==> src/rtl/core/ess_pkg.sv <==
`timescale 1ns / 1ps
// ---------------------------------------------------------------------------
// Encoder speed-scaled setpoint: shared types and constants
// Widths of the sample fields, speed thresholds and step sizes.
// ---------------------------------------------------------------------------
package ess_pkg;

    localparam int unsigned MenuW  = 4;
    localparam int unsigned TimeW  = 32;
    localparam int unsigned CountW = 16;
    localparam int unsigned ValueW = 16;
    localparam int unsigned LevelW = 2;
    localparam int unsigned StepW  = 6;

    // Level codes with a meaning of their own.
    localparam logic [LevelW-1:0] LEVEL_START = 2'd1;
    localparam logic [LevelW-1:0] LEVEL_DELTA = 2'd2;

    localparam logic [MenuW-1:0] MENU_ADJUST = 4'd0;

    // Elapsed-time thresholds in milliseconds (strictly greater than).
    localparam logic [TimeW-1:0] T_SLOW   = 32'd100;
    localparam logic [TimeW-1:0] T_MEDIUM = 32'd50;
    localparam logic [TimeW-1:0] T_FAST   = 32'd25;
    localparam logic [TimeW-1:0] T_RAPID  = 32'd10;

    localparam logic [StepW-1:0] STEP_SLOW      = 6'd1;
    localparam logic [StepW-1:0] STEP_MEDIUM    = 6'd5;
    localparam logic [StepW-1:0] STEP_FAST_DN   = 6'd10;
    localparam logic [StepW-1:0] STEP_FAST_UP   = 6'd20;
    localparam logic [StepW-1:0] STEP_RAPID_DN  = 6'd20;
    localparam logic [StepW-1:0] STEP_RAPID_UP  = 6'd40;
    localparam logic [StepW-1:0] STEP_NONE      = 6'd0;

    typedef struct packed {
        logic [MenuW-1:0]         menu_selection;
        logic [TimeW-1:0]         now_ms;
        logic signed [CountW-1:0] encoder_count;
        logic [ValueW-1:0]        start_value;
        logic [LevelW-1:0]        level;
        logic [ValueW-1:0]        delta_value;
    } t_sample;

    function automatic logic [StepW-1:0] step_size(input logic [TimeW-1:0] elapsed,
                                                   input logic going_up);
        logic [StepW-1:0] step;
        if (elapsed > T_SLOW) begin
            step = STEP_SLOW;
        end else if (elapsed > T_MEDIUM) begin
            step = STEP_MEDIUM;
        end else if (elapsed > T_FAST) begin
            step = going_up ? STEP_FAST_UP : STEP_FAST_DN;
        end else if (elapsed > T_RAPID) begin
            step = going_up ? STEP_RAPID_UP : STEP_RAPID_DN;
        end else begin
            step = STEP_NONE;
        end
        return step;
    endfunction

endpackage

==> src/rtl/core/ess_step.sv <==
`timescale 1ns / 1ps
// ---------------------------------------------------------------------------
// Encoder speed-scaled setpoint: update step
// Holds the history state and computes the new setpoint for one sample.
// ---------------------------------------------------------------------------
module ess_step
    import ess_pkg::*;
(
    input  logic              i_clk,
    input  logic              i_rst_n,
    input  logic              i_fire,
    input  t_sample           i_sample,
    output logic [ValueW-1:0] o_setpoint
);

    logic signed [CountW-1:0] r_last_count;
    logic [MenuW-1:0]         r_last_menu;
    logic [LevelW-1:0]        r_last_level;
    logic [TimeW-1:0]         r_last_time;
    logic [ValueW-1:0]        r_setpoint;

    logic [TimeW-1:0]         elapsed;
    logic [ValueW-1:0]        base;
    logic signed [CountW:0]   cnt_ext;
    logic signed [CountW:0]   last_ext;
    logic                     count_up;
    logic                     count_dn;
    logic                     adjust_on;
    logic [StepW-1:0]         step_dn;
    logic [StepW-1:0]         step_up;
    logic [ValueW:0]          sum_up;
    logic [ValueW-1:0]        n_setpoint;

    assign elapsed = i_sample.now_ms - r_last_time;

    always_comb begin
        base = r_setpoint;
        if (i_sample.level == LEVEL_START) begin
            base = i_sample.start_value;
        end
        if (i_sample.level == LEVEL_DELTA && r_last_level == LEVEL_START) begin
            base = i_sample.delta_value;
        end
    end

    // Counts compare as plain integers, so a jump across the wrap is no single step.
    assign cnt_ext   = {i_sample.encoder_count[CountW-1], i_sample.encoder_count};
    assign last_ext  = {r_last_count[CountW-1], r_last_count};
    assign count_up  = (last_ext + 17'sd1) == cnt_ext;
    assign count_dn  = (last_ext - 17'sd1) == cnt_ext;
    assign adjust_on = (i_sample.menu_selection == MENU_ADJUST)
                    && (r_last_menu == MENU_ADJUST);

    assign step_dn = step_size(elapsed, 1'b0);
    assign step_up = step_size(elapsed, 1'b1);
    assign sum_up  = {1'b0, base} + {{(ValueW + 1 - StepW){1'b0}}, step_up};

    always_comb begin
        n_setpoint = base;
        if (adjust_on && count_up) begin
            // A rising count lowers the setpoint, clamped at zero.
            if (base < {{(ValueW - StepW){1'b0}}, step_dn}) begin
                n_setpoint = '0;
            end else begin
                n_setpoint = base - {{(ValueW - StepW){1'b0}}, step_dn};
            end
        end else if (adjust_on && count_dn) begin
            n_setpoint = sum_up[ValueW] ? {ValueW{1'b1}} : sum_up[ValueW-1:0];
        end
    end

    assign o_setpoint = n_setpoint;

    always_ff @(posedge i_clk) begin
        if (!i_rst_n) begin
            r_last_count <= '0;
            r_last_menu  <= '0;
            r_last_level <= '0;
            r_last_time  <= '0;
            r_setpoint   <= '0;
        end else if (i_fire) begin
            r_last_count <= i_sample.encoder_count;
            r_last_menu  <= i_sample.menu_selection;
            r_last_level <= i_sample.level;
            r_setpoint   <= n_setpoint;
            if (i_sample.encoder_count != r_last_count) begin
                r_last_time <= i_sample.now_ms;
            end
        end
    end

    a_state_holds: assert property (@(posedge i_clk) disable iff (!i_rst_n)
        !i_fire |=> $stable(r_setpoint) && $stable(r_last_time))
        else $error("setpoint state moved without a sample");

    a_start_load: assert property (@(posedge i_clk) disable iff (!i_rst_n)
        i_fire && i_sample.level == LEVEL_START && !adjust_on
        |=> r_setpoint == $past(i_sample.start_value))
        else $error("start value not loaded at level one");

    a_no_move: assert property (@(posedge i_clk) disable iff (!i_rst_n)
        i_fire && i_sample.encoder_count == r_last_count
        && i_sample.level != LEVEL_START && i_sample.level != LEVEL_DELTA
        |=> r_setpoint == $past(r_setpoint))
        else $error("setpoint moved without a count change or load");

    a_change_time: assert property (@(posedge i_clk) disable iff (!i_rst_n)
        i_fire && i_sample.encoder_count != r_last_count
        |=> r_last_time == $past(i_sample.now_ms))
        else $error("change time not captured on a count change");

endmodule

==> src/rtl/core/encoder_speed_scaled_setpoint_core.sv <==
`timescale 1ns / 1ps
// ---------------------------------------------------------------------------
// Encoder speed-scaled setpoint core
// Adjusts a 16-bit setpoint from encoder samples, faster turns giving
// larger steps.
// ---------------------------------------------------------------------------
// Usage:
//   The sample channel (i_valid / o_ready) carries one encoder sample per
//   transfer; the result channel (o_valid / i_ready) returns exactly one
//   setpoint per sample, in order.
//   A sample lands in an input register; the update logic and the history
//   state sit between that register and the result register.
//   Path: the setpoint is computed from the sample held in the input
//   register and captured in the result register before its own transfer.
//   Throughput: one sample per cycle while the receiver keeps i_ready high;
//   the single update stage sets this figure.
//   When the receiver stalls, the result register holds its setpoint and
//   the input register holds one more sample; o_ready then falls until the
//   result is taken.
//   Reset (i_rst_n low, synchronous) clears the history to zero, the
//   setpoint to zero and empties both registers.
// ---------------------------------------------------------------------------
module encoder_speed_scaled_setpoint_core
    import ess_pkg::*;
(
    input  logic                     i_clk,
    input  logic                     i_rst_n,
    input  logic                     i_valid,
    output logic                     o_ready,
    input  logic [MenuW-1:0]         i_menu_selection,
    input  logic [TimeW-1:0]         i_now_ms,
    input  logic signed [CountW-1:0] i_encoder_count,
    input  logic [ValueW-1:0]        i_start_value,
    input  logic [LevelW-1:0]        i_level,
    input  logic [ValueW-1:0]        i_delta_value,
    output logic                     o_valid,
    input  logic                     i_ready,
    output logic [ValueW-1:0]        o_setpoint
);

    logic              r_in_valid;
    t_sample           r_in;
    logic              r_out_valid;
    logic [ValueW-1:0] r_out;
    logic              advance;
    logic [ValueW-1:0] step_setpoint;

    assign advance = r_in_valid && (!r_out_valid || i_ready);
    assign o_ready = !r_in_valid || advance;

    always_ff @(posedge i_clk) begin
        if (!i_rst_n) begin
            r_in_valid <= 1'b0;
        end else if (o_ready) begin
            r_in_valid <= i_valid;
        end
    end

    always_ff @(posedge i_clk) begin
        if (o_ready && i_valid) begin
            r_in.menu_selection <= i_menu_selection;
            r_in.now_ms         <= i_now_ms;
            r_in.encoder_count  <= i_encoder_count;
            r_in.start_value    <= i_start_value;
            r_in.level          <= i_level;
            r_in.delta_value    <= i_delta_value;
        end
    end

    ess_step u_step (
        .i_clk      (i_clk),
        .i_rst_n    (i_rst_n),
        .i_fire     (advance),
        .i_sample   (r_in),
        .o_setpoint (step_setpoint)
    );

    always_ff @(posedge i_clk) begin
        if (!i_rst_n) begin
            r_out_valid <= 1'b0;
        end else if (advance) begin
            r_out_valid <= 1'b1;
        end else if (i_ready) begin
            r_out_valid <= 1'b0;
        end
    end

    always_ff @(posedge i_clk) begin
        if (advance) begin
            r_out <= step_setpoint;
        end
    end

    assign o_valid    = r_out_valid;
    assign o_setpoint = r_out;

    a_reset_empty: assert property (@(posedge i_clk)
        !i_rst_n |=> !o_valid && o_ready)
        else $error("registers not empty after reset");

    a_no_overwrite: assert property (@(posedge i_clk) disable iff (!i_rst_n)
        r_out_valid && !i_ready |=> $stable(r_out) && r_out_valid)
        else $error("pending result overwritten during a stall");

    a_input_held: assert property (@(posedge i_clk) disable iff (!i_rst_n)
        r_in_valid && !advance |=> r_in_valid && $stable(r_in))
        else $error("waiting sample lost or changed during a stall");

endmodule
==> config.mk <==
export PLATFORM = sky130hd
export DESIGN_NAME = encoder_speed_scaled_setpoint_core
export DESIGN_NICKNAME = d
export VERILOG_FILES = /design/src/rtl/core/ess_pkg.sv /design/src/rtl/core/ess_step.sv /design/src/rtl/core/encoder_speed_scaled_setpoint_core.sv
export SDC_FILE = /design/constraint.sdc
export NUM_CORES = 1
export LEC_CHECK = 0
export ABC_AREA = 0
export BUFFER_PORTS_ARGS = -buffer_cell sky130_fd_sc_hd__buf_2
export CORE_AREA = 10 10 185 231
export DETAILED_ROUTE_END_ITERATION = 16
export DIE_AREA = 0 0 195 241
export SLEW_MARGIN = 10
export SYNTH_ARGS = -nofsm -noshare
export SYNTH_HDL_FRONTEND = slang
export SYNTH_SLANG_ARGS = --single-unit
==> constraint.sdc <==
create_clock -name i_clk -period 6.2 [get_ports i_clk]
set_input_delay 0.31 -clock i_clk [delete_from_list [all_inputs] [get_ports i_clk]]
set_output_delay 0.31 -clock i_clk [all_outputs]
set_load 0.005 [all_outputs]
==> results.py <==
metrics = {
    "status": {
        "outcome": "finished clean",
    },
    "finish": {
        "final_cells": 1890,
        "syn2layout_area_growth_pct": 15.4,
        "num-fill-cells": 3950,
        "regArea_sq_um": 4500,
        "num_antenna_cells": 0,
        "fin_nets": 1521,
        "drive_gt1_frac": 0.149,
        "multi_input_area_sq_um": 6410,
    },
    "power": {
        "power.density_nw_per_um2": 239,
        "power_mw": 3.13,
        "power.leakage_nw": 4.66,
        "irDropWorstVdd_uv": 195,
    },
    "floorplanning": {
        "fp.dieW_um": 195,
        "core-area_sq_um": 38000,
        "pin_count": 108,
        "die_area_sq_um": 47000,
        "fp.dieH_um": 241,
        "start_util": 0.298,
        "row_count": 80,
    },
    "synth": {
        "yosysWarningCount": 0,
        "ys.flop_type": "edfxtp_1",
        "synth.largest_area_cell": "edfxtp_1",
        "netlist_area_sq_um": 11300,
        "ys_seq_elements": 174,
        "async_flop_share": 0,
        "synth.top_cell.area_share": 0.271,
        "synth.avg_cell_area_sq_um": 8.69,
        "syn_inst": 1303,
        "syn-num-nets": 1439,
        "yosysUniqueCellTypes": 83,
        "ys_seq_area_frac": 0.398,
        "yosys-top-cells-area": "edfxtp_1, dfxtp_1, nand2_1",
        "synth_edf_count": 102,
    },
    "sta": {
        "setup_violations": 0,
        "setup_ws_ps": 272,
        "slew_violations": 0,
        "period_needed_ps": 5930,
        "worst_pin_slew_ps": 1010,
        "clock-skew-final_ps": 15.3,
        "max-slew-margin-rel": 0.321,
        "finalHoldViolCount": 0,
        "period_share": 0.956,
        "final.setup.tns_ps": 0,
        "max_freq_mhz": 169,
    },
    "global_routing": {
        "grt-ovfl-total": 0,
        "antenna_found_initial": 0,
        "grtUsageMet1": 0.159,
        "first_global_vias": 9847,
        "grt.met3_usage": 0.0279,
        "grt_use_met2": 0.259,
        "grt_usage": 0.141,
        "busiest_layer": "met2",
        "grt_start_max_net_pins": 75,
        "grt_pass1_wl_mm": 53.4,
    },
    "clock_network": {
        "worstSkewPairLatency_ps": 460,
        "clk_pin_slew_worst_paths_ps": 70,
        "htreeDepth": 4,
        "numCtsBuffers": 17,
        "root_buffer": "clkbuf_16",
        "cts_setup_buffers": 0,
        "cts_tree": "yes",
        "cts_buffer_depth": 2,
        "cts_sinks": 174,
    },
    "placement": {
        "dp_worst_setup_slack_ps": 30.2,
        "dp_hpwl_mm": 25.7,
        "port_buffers": 107,
        "gp_congestion": 0.934,
        "dp_cells": 1853,
    },
    "detailed_routing": {
        "vias": 10087,
        "first_pass_iters": 6,
        "drc": 0,
        "wl_per_cell_um": 18.1,
        "vias_per_cell": 5.34,
        "finalWirelength_mm": 34.1,
        "drt_iter0_drc": 659,
        "ant_nets": 0,
    },
    "worst_setup_path": {
        "critPathCaptureType": "register",
        "arrival_ps": 6120,
        "critPathSlowestCell": "or4_1",
        "max_stage_delay_ps": 580,
        "cp_common_cell": "a21oi_2",
        "endpoint": "o_setpoint[5]$_DFFE_PP_",
        "crit_type": "register to register",
        "required_ps": 6390,
        "critPathMaxFanout": 5,
        "r2r_start": "r_in[50]$_DFFE_PP_",
        "r2r-end": "o_setpoint[5]$_DFFE_PP_",
        "crit_chain": "inv_1, ha_1, inv_1, fa_1, a21oi_2, o211ai_1, a21oi_2, o21ai_0, mux2i_1, nand4_1, or4b_1, or4_1, ha_4, a21oi_2, o21ai_1, a21o_1, or4_1, o21bai_1, or3_1, o22ai_1, or3b_2",
        "path_buf_inv": 2,
        "cp_top_family": "simple AND/OR/NAND/NOR gates",
        "rrSetupSlack_ps": 270,
        "cp-startpoint": "r_in[50]$_DFFE_PP_",
        "crit_path_start_kind": "register",
        "cp.depth": 21,
        "r2r_cells": 21,
    },
    "worst_hold_path": {
        "hp-start": "i_start_value[15]",
        "hp-class": "input pin to register",
    },
    "run": {
        "maxCapViolations": 0,
    },
}
power by group:
group          internal, mW  leakage, nW  switching, mW  total (mW)
Combinational         0.255         2.78          0.406       0.661
Sequential             1.29         1.58         0.0532        1.35
Clock                 0.625        0.298          0.494        1.12
kinds of logic after synthesis:
| logic type | after synthesis | synth area share |
|---|---|---|
| simple gates | 537 | 0.246 |
| compound gates | 352 | 0.204 |
| xor+xnor | 50 | 0.0387 |
| fa+ha+maj | 46 | 0.0522 |
| mux | 21 | 0.0189 |
| buf+inv | 123 | 0.0430 |
| flops | 174 | 0.398 |
how the worst min path moves through the flow:
stage,end,slack [ps],cells after the start
2_1_floorplan,r_in[0]$_DFFE_PP_,410,0
3_3_place_gp,u_step.r_last_menu[2]$_SDFFE_PN0P_,450,2
3_5_place_dp,u_step.r_last_menu[3]$_SDFFE_PN0P_,460,2
4_1_cts,r_in[53]$_DFFE_PP_,0.05,1
5_1_grt,r_in[26]$_DFFE_PP_,4,1
6_report,r_in[33]$_DFFE_PP_,30,1
per-stage QoR:
step            util  hold WS (ps)  instance area [sq um]
6_report       0.344          25.4                  13100
5_1_grt        0.344          4.12                  13100
4_1_cts        0.342        0.0499                  13000
3_5_place_dp   0.325           464                  12400
3_3_place_gp   0.325           453                  12400
2_1_floorplan      -           409                  11300
layout by cell type (no fill, tap or decap), drive strengths merged, types with 26 or more instances in the layout:
cell	count
a21oi	92
ha	44
a21boi	26
nand4	26
a31oi	28
inv	59
nor2	96
nand2	158
dfxtp	72
o21ai	75
nor3	31
nand3	37
xor2	29
edfxtp	102
nor2b	42
buf	127
routing by layer:
metal,routed length (um),up-vias
met5,0,-
met4,646,0
met3,1300,41
met2,17800,247
met1,14400,4818
li1,-,4981
registers in the layout, summed over array words and instances (netlist names):
register             cells
r_in                    86
r_in_valid               1
u_step.r_last_time      32
o_setpoint              16
u_step.r_setpoint       16
u_step.r_last_count     16
o_valid                  1
u_step.r_last_menu       4
u_step.r_last_level      2
area by class of cell:
| cell class | count | share of cell area |
|---|---|---|
| Inverter | 54 | 0.0155 |
| Timing Repair Buffer | 132 | 0.0563 |
| Clock buffer | 18 | 0.0345 |
| Multi-Input combinational cell | 1006 | 0.490 |
| Clock inverter | 14 | 0.0117 |
| Tap cell | 492 | 0.0471 |
| Sequential cell | 174 | 0.345 |
synthesized netlist by cell type, drive strengths merged, types with 10 or more instances:
library cell  instances
or3                  22
nand2               158
nand3                37
ha                   44
and4                 11
or4                  10
o31ai                12
edfxtp              102
nand2b               15
o211ai               11
xor2                 29
mux2i                18
nor2                 96
nor3                 31
inv                  53
o21ai                75
clkbuf               56
a21oi                92
o21a                 11
a211oi               16
buf                  13
nor4                 19
or2                  18
nor2b                42
a21boi               26
xnor2                21
dfxtp                72
nand4                26
a31oi                28
worst reg2reg max path, stage by stage (launching register included):
cell and delay, ps:
edfxtp_1 390, inv_1 80, ha_1 170, inv_1 60, fa_1 410, a21oi_2 180
o211ai_1 150, a21oi_2 280, o21ai_0 220, mux2i_1 230, nand4_1 170, or4b_1 570
or4_1 580, ha_4 270, a21oi_2 160, o21ai_1 140, a21o_1 190, or4_1 470
o21bai_1 200, or3_1 190, o22ai_1 110, or3b_2 480
repair_timing:
action | 4_1_cts | 5_1_grt
gates resized for setup | 0 | 14
endpoints found under the hold margin | 4 | 1
hold buffers | 4 | 1
endpoints found under the setup margin | 0 | 28
Power figures use the tool's default switching activity.
